--- src/hdl/assert_macros.svh ---
// Assertion macros used by the stream group reverser RTL.
// Depends on nothing; included by the files that carry assertions.
`ifndef ASSERT_MACROS_SVH
`define ASSERT_MACROS_SVH

// The consequent must hold in the same cycle as the antecedent.
`define SGR_ASSERT_SAME(label, clk, rst, ante, cons) \
   label: assert property (@(posedge clk) disable iff (rst) (ante) |-> (cons)) \
      else $error("sgr assertion failed");

// The consequent must hold in the cycle after the antecedent.
`define SGR_ASSERT_NEXT(label, clk, rst, ante, cons) \
   label: assert property (@(posedge clk) disable iff (rst) (ante) |=> (cons)) \
      else $error("sgr assertion failed");

`endif

--- src/hdl/sgr_pkg.sv ---
// Package of the stream group reverser: payload types, sizes and states.
// Depends on nothing; used by the core and the testbench.
`timescale 1ns / 1ps

package sgr_pkg;

   localparam int MAX_GROUP = 16;
   localparam int ADDR_W = (MAX_GROUP > 1) ? $clog2(MAX_GROUP) : 1;
   localparam int CNT_W = $clog2(MAX_GROUP + 1);
   localparam int VALUE_W = 32;
   localparam int SIZE_W = 5;

   typedef struct packed {
      logic signed [VALUE_W-1:0] item_value;
      logic                      item_last;
   } req_type;

   typedef struct packed {
      logic signed [VALUE_W-1:0] out_value;
      logic                      out_last;
   } rsp_type;

   typedef enum logic {
      ST_ACCEPT,
      ST_DRAIN
   } state_type;

   function automatic logic [CNT_W-1:0] effective_size(input logic [SIZE_W-1:0] g);
      logic [CNT_W-1:0] r;
      if (g == '0) begin
         r = CNT_W'(1);
      end else if (32'(g) > MAX_GROUP) begin
         r = CNT_W'(MAX_GROUP);
      end else begin
         r = CNT_W'(g);
      end
      return r;
   endfunction

endpackage

--- src/hdl/stream_group_reverser_core.sv ---
// Stream group reverser: buffers requests in a group RAM and emits each group.
// Depends on sgr_pkg, sgr_ram and assert_macros.svh.
`timescale 1ns / 1ps
//
// Requests arrive on req_valid/req_stall/req_data and results leave on
// rsp_valid/rsp_stall/rsp_data; a transfer happens when valid is high and
// stall is low. The group size is written through csr_wr_en/csr_wr_data;
// the user must write it only while the block is idle, and the block
// itself does not enforce this. Zero counts as one and values above the
// store depth count as the depth. Each request is written into the group
// RAM. A request that fills the group, or that carries item_last, starts a
// drain: req_stall is held high while the buffered requests are read back,
// reversed for a full group and in arrival order for a short final group.
// After the request that starts the drain, each result passes through the
// registered RAM read and then the single output register; a new RAM read
// is issued only once the previous read has reached the output register.
// When the receiver stalls, the output register holds its result and no
// further RAM read is issued until it is taken. Once the last read of a
// drain is issued, new requests are taken again.
// Reset clears the fill count, the drain state and the output valid and sets
// the group size to two. The RAM needs no clearing.

`include "assert_macros.svh"

module stream_group_reverser_core (
   input  logic                         clock,
   input  logic                         reset,
   input  logic                         req_valid,
   output logic                         req_stall,
   input  sgr_pkg::req_type             req_data,
   output logic                         rsp_valid,
   input  logic                         rsp_stall,
   output sgr_pkg::rsp_type             rsp_data,
   input  logic                         csr_wr_en,
   input  logic [sgr_pkg::SIZE_W-1:0]   csr_wr_data
);

   sgr_pkg::state_type             state_ff, state_in;
   logic [sgr_pkg::SIZE_W-1:0]     group_size_ff;
   logic [sgr_pkg::ADDR_W-1:0]     fill_ff, fill_in;
   logic [sgr_pkg::CNT_W-1:0]      left_ff, left_in;
   logic [sgr_pkg::ADDR_W-1:0]     addr_ff, addr_in;
   logic                           rev_ff, rev_in;
   logic                           end_last_ff, end_last_in;
   logic                           rd_pending_ff;
   logic                           rd_last_ff, rd_last_in;
   logic                           rsp_valid_ff;
   sgr_pkg::rsp_type               rsp_data_ff;

   logic [sgr_pkg::CNT_W-1:0]      gsize;
   logic [sgr_pkg::CNT_W-1:0]      next_count;
   logic                           ram_wr_en;
   logic                           ram_rd_en;
   logic [sgr_pkg::VALUE_W-1:0]    ram_rd_data;

   assign gsize = sgr_pkg::effective_size(group_size_ff);
   assign next_count = sgr_pkg::CNT_W'(fill_ff) + sgr_pkg::CNT_W'(1);

   sgr_ram #(
      .WIDTH (sgr_pkg::VALUE_W),
      .DEPTH (sgr_pkg::MAX_GROUP)
   ) u_group_store (
      .clock   (clock),
      .wr_en   (ram_wr_en),
      .wr_addr (fill_ff),
      .wr_data (req_data.item_value),
      .rd_en   (ram_rd_en),
      .rd_addr (addr_ff),
      .rd_data (ram_rd_data)
   );

   always_ff @(posedge clock) begin
      if (reset) begin
         state_ff <= sgr_pkg::ST_ACCEPT;
      end else begin
         state_ff <= state_in;
      end
   end

   always_comb begin
      state_in    = state_ff;
      fill_in     = fill_ff;
      left_in     = left_ff;
      addr_in     = addr_ff;
      rev_in      = rev_ff;
      end_last_in = end_last_ff;
      rd_last_in  = 1'b0;
      ram_rd_en   = 1'b0;
      req_stall   = (state_ff != sgr_pkg::ST_ACCEPT);
      ram_wr_en   = req_valid && !req_stall;
      unique case (state_ff)
         sgr_pkg::ST_ACCEPT: begin
            if (ram_wr_en) begin
               if (next_count >= gsize) begin
                  state_in    = sgr_pkg::ST_DRAIN;
                  left_in     = next_count;
                  addr_in     = sgr_pkg::ADDR_W'(next_count - sgr_pkg::CNT_W'(1));
                  rev_in      = 1'b1;
                  end_last_in = req_data.item_last;
                  fill_in     = '0;
               end else if (req_data.item_last) begin
                  state_in    = sgr_pkg::ST_DRAIN;
                  left_in     = next_count;
                  addr_in     = '0;
                  rev_in      = 1'b0;
                  end_last_in = 1'b1;
                  fill_in     = '0;
               end else begin
                  fill_in = sgr_pkg::ADDR_W'(next_count);
               end
            end
         end
         sgr_pkg::ST_DRAIN: begin
            if (!rd_pending_ff && (!rsp_valid_ff || !rsp_stall)) begin
               ram_rd_en = 1'b1;
               left_in   = left_ff - sgr_pkg::CNT_W'(1);
               addr_in   = rev_ff ? addr_ff - sgr_pkg::ADDR_W'(1)
                                  : addr_ff + sgr_pkg::ADDR_W'(1);
               if (left_ff == sgr_pkg::CNT_W'(1)) begin
                  rd_last_in = end_last_ff;
                  state_in   = sgr_pkg::ST_ACCEPT;
               end
            end
         end
         default: begin
            state_in = sgr_pkg::ST_ACCEPT;
         end
      endcase
   end

   always_ff @(posedge clock) begin
      if (reset) begin
         group_size_ff <= sgr_pkg::SIZE_W'(2);
         fill_ff       <= '0;
         left_ff       <= '0;
         rd_pending_ff <= 1'b0;
         rsp_valid_ff  <= 1'b0;
      end else begin
         if (csr_wr_en) begin
            group_size_ff <= csr_wr_data;
         end
         fill_ff       <= fill_in;
         left_ff       <= left_in;
         rd_pending_ff <= ram_rd_en;
         if (rd_pending_ff) begin
            rsp_valid_ff <= 1'b1;
         end else if (!rsp_stall) begin
            rsp_valid_ff <= 1'b0;
         end
      end
   end

   always_ff @(posedge clock) begin
      addr_ff     <= addr_in;
      rev_ff      <= rev_in;
      end_last_ff <= end_last_in;
      rd_last_ff  <= rd_last_in;
      if (rd_pending_ff) begin
         rsp_data_ff.out_value <= signed'(ram_rd_data);
         rsp_data_ff.out_last  <= rd_last_ff;
      end
   end

   assign rsp_valid = rsp_valid_ff;
   assign rsp_data  = rsp_data_ff;

   `SGR_ASSERT_SAME(a_read_slot_free, clock, reset, rd_pending_ff, !rsp_valid_ff)
   `SGR_ASSERT_SAME(a_drain_has_work, clock, reset,
      state_ff == sgr_pkg::ST_DRAIN, left_ff != '0)
   `SGR_ASSERT_NEXT(a_no_read_after_req, clock, reset,
      req_valid && !req_stall, !rd_pending_ff)

endmodule

--- src/hdl/sgr_ram.sv ---
// Generic simple dual-port RAM with one write port and a registered read port.
// Depends on nothing; instanced by the stream group reverser core.
`timescale 1ns / 1ps

module sgr_ram #(
   parameter int WIDTH = 32,
   parameter int DEPTH = 16
) (
   input  logic                                         clock,
   input  logic                                         wr_en,
   input  logic [((DEPTH > 1) ? $clog2(DEPTH) : 1)-1:0] wr_addr,
   input  logic [WIDTH-1:0]                             wr_data,
   input  logic                                         rd_en,
   input  logic [((DEPTH > 1) ? $clog2(DEPTH) : 1)-1:0] rd_addr,
   output logic [WIDTH-1:0]                             rd_data
);

   logic [WIDTH-1:0] mem_ff [DEPTH];
   logic [WIDTH-1:0] rd_data_ff;

   always_ff @(posedge clock) begin
      if (wr_en) begin
         mem_ff[wr_addr] <= wr_data;
      end
      if (rd_en) begin
         rd_data_ff <= mem_ff[rd_addr];
      end
   end

   assign rd_data = rd_data_ff;

endmodule

--- config.mk ---
export PLATFORM = sky130hd
export DESIGN_NAME = stream_group_reverser_core
export DESIGN_NICKNAME = d
export VERILOG_FILES = /design/src/hdl/sgr_pkg.sv /design/src/hdl/stream_group_reverser_core.sv /design/src/hdl/sgr_ram.sv
export VERILOG_INCLUDE_DIRS = /design/src /design/src/hdl
export SDC_FILE = /design/constraint.sdc
export NUM_CORES = 1
export LEC_CHECK = 0
export ABC_AREA = 0
export BUFFER_PORTS_ARGS = -buffer_cell sky130_fd_sc_hd__buf_4
export CAP_MARGIN = 20
export CORE_MARGIN = 2
export CORE_UTILIZATION = 55
export DETAILED_ROUTE_END_ITERATION = 8
export PLACE_DENSITY = 0.75
export SLEW_MARGIN = 20
export SYNTH_ARGS = -nofsm -noshare
export SYNTH_HDL_FRONTEND = slang
export SYNTH_SLANG_ARGS = --single-unit
export TNS_END_PERCENT = 5
--- constraint.sdc ---
create_clock -name clock -period 3.8 [get_ports clock]
set_input_delay 0.76 -clock clock [delete_from_list [all_inputs] [get_ports clock]]
set_output_delay 0.76 -clock clock [all_outputs]
set_load 0.05 [all_outputs]
## Yosys cells after proc, flatten, opt, wreduce, memory -nomap -nowiden

Memory sizes are Yosys's and may differ from the RTL's. A register that Yosys moved wholly into a read port is not among the register bits.
Cells that the tools add are included.

| word-level totals | value |
|---|---|
| output and inout port bits | 35 |
| bits of input ports | 43 |
| flip-flop bits (word level) | 57 |
| RAM bits | 512 |
| memories | 1 |

| cells by class | value |
|---|---|
| add/sub/neg operators | 5 |
| multiplexer cells | 30 |
| magnitude comparators | 2 |
| equal/unequal tests | 5 |
| reduce and logical (&&, ||, !) cells | 13 |
| bitwise gates (word level) | 1 |

Memory list:

| memory | words | bits a word | rd ports | clocked after Yosys merged registers in | write ports | RTL line | source |
|---|---|---|---|---|---|---|---|
| u_group_store.mem_ff | 16 | 32 | 1 | 1 | 1 | sgr_ram.sv:18 | `logic [WIDTH-1:0] mem_ff [DEPTH];` |

Operators by type and width:

| cell | count |
|---|---|
| $mux W5 | 6 |
| $mux W4 | 7 |
| $mux W1 | 14 |
| $pmux W5 S2 | 1 |
| $reduce_and A3 Y1 | 3 |
| $pmux W4 S2 | 1 |
| $sub A4 B1 Y4 const B | 2 |
| $add A4 B1 Y5 const B | 1 |
| $eq A5 B1 Y1 const B | 1 |
| $ge A5 B5 Y1 | 1 |
| $gt A5 B5 Y1 const B | 1 |
| $logic_not A5 Y1 | 1 |
| $sub A5 B1 Y5 const B | 1 |
| $add A4 B1 Y4 const B | 1 |
| $logic_not A1 Y1 | 4 |
| $ne A2 B1 Y1 const B | 2 |
| $ne A3 B3 Y1 const B | 1 |
| $logic_and A1 B1 Y1 | 2 |
| $ne A2 B2 Y1 const B | 1 |
| $pmux W1 S2 | 1 |
| $reduce_and A2 Y1 | 1 |
| $reduce_bool A2 Y1 | 1 |
| $logic_or A1 B1 Y1 | 1 |
| $not A1 Y1 | 1 |

## Logic depth before layout (Yosys ltp)

| logic depth | value |
|---|---|
| depth in word-level cells | 7 |
| depth in mapped cells | 10 |
| gate-level depth less buffers | 10 |

## By module

A second synthesis with hierarchy kept.

| unflattened totals | value |
|---|---|
| cells, all modules | 1,036 |
| area total of the unflattened synthesis | 22,611.7 µm² |

Modules (own cells, without submodules):

| module | times used | cells each | seq. area each (µm²) | area an instance (µm²) |
|---|---|---|---|---|
| sgr_ram | 1 | 838 | 16,335.7 | 20,155.6 |
| stream_group_reverser_core | 1 | 198 | 1,531.5 | 2,456.1 |

## Worst setup path after synthesis

No wires, ideal clock.

| timing path | value |
|---|---|
| kind | input port to flip-flop |
| from | in req_valid |
| to | mem u_group_store.mem_ff[2][0] (enable) |
| arrival | 3.448 ns |
| library setup time | 0.461 ns |
| path slack | -0.109 ns |
| cell stages on the path | 4 |
| required time | 3.339 ns |
| cell sequence | nor2b_1 > clkbuf_1 > nand2_1 > nor3_1 |

| between the ends | value |
|---|---|
| word-level cells in the longest chain between the ends | 3 |

Ends and longest elaborated chain:

| item | RTL line | source |
|---|---|---|
| start: declaration | stream_group_reverser_core.sv:28 | `input logic req_valid,` |
| $logic_and A1 B1 Y1 | stream_group_reverser_core.sv:90 | `ram_wr_en = req_valid && !req_stall;` |
| $mux W1 | sgr_ram.sv:22 | `if (wr_en) begin` |
| $mux W1 (not written as such) | sgr_ram.sv:23 | `mem_ff[wr_addr] <= wr_data;` |
| end: declaration | sgr_ram.sv:18 |  |

Every way passes these cells.

## Final worst setup path

| timing path | value |
|---|---|
| from | reg fill_ff[0] in the netlist's numbering |
| to | reg left_ff[0] in the netlist's numbering |

| between the ends | value |
|---|---|
| word-level cells in the longest chain between the ends | 5 |
| elaborated cells on any way between the ends | 8 |

Ends and longest elaborated chain:

| item | RTL line | source |
|---|---|---|
| start: declaration | stream_group_reverser_core.sv:40 | `logic [sgr_pkg::ADDR_W-1:0] fill_ff, fill_in;` |
| start signal: assignment | stream_group_reverser_core.sv:142 | `fill_ff <= fill_in;` |
| $add A4 B1 Y5 * | stream_group_reverser_core.sv:57 | `assign next_count = sgr_pkg::CNT_W'(fill_ff) + sgr_pkg::CNT_W'(1);` |
| $ge A5 B5 Y1 or $mux W5 (tied branches) | stream_group_reverser_core.sv:94, stream_group_reverser_core.sv:101 |  |
| $mux W5 | stream_group_reverser_core.sv:94 | `if (next_count >= gsize) begin` |
| $mux W5 | stream_group_reverser_core.sv:93 | `if (ram_wr_en) begin` |
| $pmux W5 S2 | stream_group_reverser_core.sv:91 | `unique case (state_ff)` |
| end signal: assignment | stream_group_reverser_core.sv:143 | `left_ff <= left_in;` |
| end: declaration | stream_group_reverser_core.sv:41 | `logic [sgr_pkg::CNT_W-1:0] left_ff, left_in;` |

Every way passes the cells marked *; elsewhere a longest branch is shown, timed or not. The select of a mux whose other input is x is not followed.
A chain may end at the register's enable or synchronous reset.

==> impl_metrics.toml <==
[final_layout]
diodes = 0
layout_commonest_cell = "edfxtp_1"
drive_above_1_share_pct = 33.1
area_growth_pct = 14.9
instances_no_fill = 1668
post-route-util_pct = 63.9
final_cell_mix = "edfxtp_1 (583), mux4_2 (160), buf_4 (103)"
final_net_count = 1149
fin_area_sq_um = 26100

[worst_setup_path]
path_class = "register to register"
crit_fanout = 10
crit_start = "fill_ff[0]"
crit_required_ns = 4.28
start_kind = "register"
endpoint_kind = "register"
crit_arrival_ns = 3.30
reg2reg_from = "fill_ff[0]"
r2r_setup_slack_ns = 0.98
r2r_cells = 10
r2r-end = "left_ff[0]"
setup.worst_path.end = "left_ff[0]"

[synth]
yosysTopAreaCell = "edfxtp_1"
yosysWarnings = 0
ys_ff_latch = 601
synth_cells = 965
synth_area_leaders = "edfxtp_1 (77%), mux4_2 (16%), dfxtp_1 (1.6%)"
yosysUniqueCellTypes = 40
synth_top_area_share_pct = 77.1
synthesis.nets = 1022
synth_area_sq_um = 22700
ys_seq_area_share_pct = 78.7
synth_area_per_cell_sq_um = 23.5

[die]
start_util_pct = 55.6
boundaryPins = 78
coreArea_sq_um = 40800
fp.dieH_microns = 207
num_rows = 74
dieArea_sq_um = 42900
die_w_microns = 207

[detailed_routing]
dr.pass1.iters = 7
drt_wl_total_mm = 46.1
vias = 10332
vias_per_cell = 6.19
postRouteAntennaNets = 0
drt-initial-drc-count = 931
drc = 0
wl_per_cell_microns = 27.6

[power_and_ir_drop]
p_per_area_nw_per_um2 = 567
power.leakage_nw = 8.38
vdd_drop_max_uv = 402

[timing]
tightest_slew_ns = 0.825
whs_ns = 0.373
fmax_ghz = 0.355
setup_tns_ns = 0
setup_viol = 0
final_max_slew_viol_count = 0
fin_crit_ns = 2.82
slew_headroom_pct = 44.9
timing.final.crit_share_pct = 74.2
hold_viol_final = 0
fin_skew_ns = 0.0126
rsz0062_at_grt = "no"

[clock_network]
clock_sinks = 601
cts_root_buf = "clkbuf_16"
cts_resized = 0
numCtsBuffers = 58
cts_setup_buffers = 0
hold_buffers = 0
path_clk_slew_ns = 0.06
cts_tree = "yes"
h-tree-depth = 2
clk-insertion-delay-late_ns = 0.60
clock_path_buffers = 3

[global_routing]
grt_max_degree = 40
antenna_found_initial = 1
first_global_vias = 10734
gr-total-overflow = 0
grtUsageTotal_pct = 22.0
grt_pass1_wl_mm = 69.3

[status]
status = "completed"

[placed_design]
placement.io_buffers = 77
postPlaceCellArea_sq_um = 24200
placed_cells_incl_taps = 1563
globalplace.congestion = 0.730
dp_hpwl_mm = 24.2

[hold_path]
hp-class = "input port to register"

[flow_run]
drv_cap = 0
==> critical path, stage by stage (launching register included) <==
cell and delay (ns):
dfxtp_1 0.56, ha_1 0.34, nand3_1 0.22, inv_1 0.14, ha_1 0.28, a211o_1 0.29, a22oi_1 0.16, o21a_1 0.35
inv_2 0.14, o211ai_1 0.12, a21oi_1 0.09
==> metrics by stage <==
stage	total power [mW]	setup WS [ns]
after floorplan	8.84	-0.108
after global placement	9.27	1.14
after detailed placement	9.30	1.00
after CTS	14.9	0.981
after global routing	15.3	0.782
final	14.8	0.982
==> registers in the layout, indices dropped and copies added, names as in the netlist <==
name / flops
u_group_store.mem_ff: 512
rsp_data: 33
u_group_store.rd_data: 32
group_size_ff: 5
left_ff: 5
addr_ff: 4
fill_ff: 4
end_last_ff: 1
rd_last_ff: 1
rd_pending_ff: 1
req_stall: 1
rev_ff: 1
rsp_valid: 1
==> worst min-delay path by stage <==
| stage | startpoint | to | slack (ns) | cells past startpoint |
|---|---|---|---|---|
| floorplan | rd_last_ff | rsp_data[0] | 0.39 | 0 |
| global placement | rd_last_ff | rsp_data[0] | 0.39 | 0 |
| detailed placement | u_group_store.rd_data[18] | rsp_data[19] | 0.40 | 0 |
| CTS | csr_wr_data[1] | group_size_ff[1] | 0.34 | 2 |
| global route | csr_wr_data[1] | group_size_ff[1] | 0.35 | 2 |
| finish | csr_wr_data[1] | group_size_ff[1] | 0.37 | 2 |
==> layer usage <==
layer / wire length, microns / up-vias / global-route usage, %
met5: 16 / - / 0
met1: 18500 / 5568 / 30.4
li1: - / 4317 / -
met3: 2780 / 73 / 4.08
met4: 935 / 2 / 6.40
met2: 23900 / 372 / 36.5
==> cells in the mapped netlist (all sizes together) <==
master  instances
dfxtp          18
xnor2           4
nor2b           5
o21ai           7
o21a            2
o31ai           2
buf            17
inv            11
ha             13
mux2i           6
or3             1
nor3            7
nand3           5
or3b            1
nand3b          4
and3b           2
fa              1
nand2          22
mux4          160
o21ba           1
xor2            4
nand2b          8
nor4b           1
edfxtp        583
nor3b           1
a31oi           1
o221ai          1
a21o            4
nor4            1
and3            2
clkbuf         30
nor2           24
a21oi          11
o211ai          2
a211o           2
a22oi           1
==> power breakdown <==
group / internal [mW] / switching (mW) / leakage [nW]
registers: 7.47 / 0.0847 / 5.42
clock network: 3.29 / 2.35 / 0.922
logic: 0.794 / 0.806 / 2.03
==> cells by family (layout without fill, tap and decap cells) <==
logic type | Yosys count | count (layout) | share of synthesized area (%)
AOI/OAI and AO/OA | 34 | 34 | 0.948
xor gates and xnor gates | 8 | 8 | 0.309
adders and majority gates | 14 | 14 | 0.804
buffers and inverters | 58 | 229 | 1.32
DFF | 601 | 601 | 78.7
muxes | 166 | 166 | 16.1
and+or+nand+nor | 84 | 84 | 1.81
==> layout make-up <==
cell class	count	area [sq um]
clock inverters	39	358
fillers	2596	14700
multi-input cells	306	4660
well taps	532	666
repair buffers	114	993
flip-flops and latches	601	17900
inverters	11	41.3
clock buffers	65	1500
No activity file was read; power rests on OpenSTA's default activity.
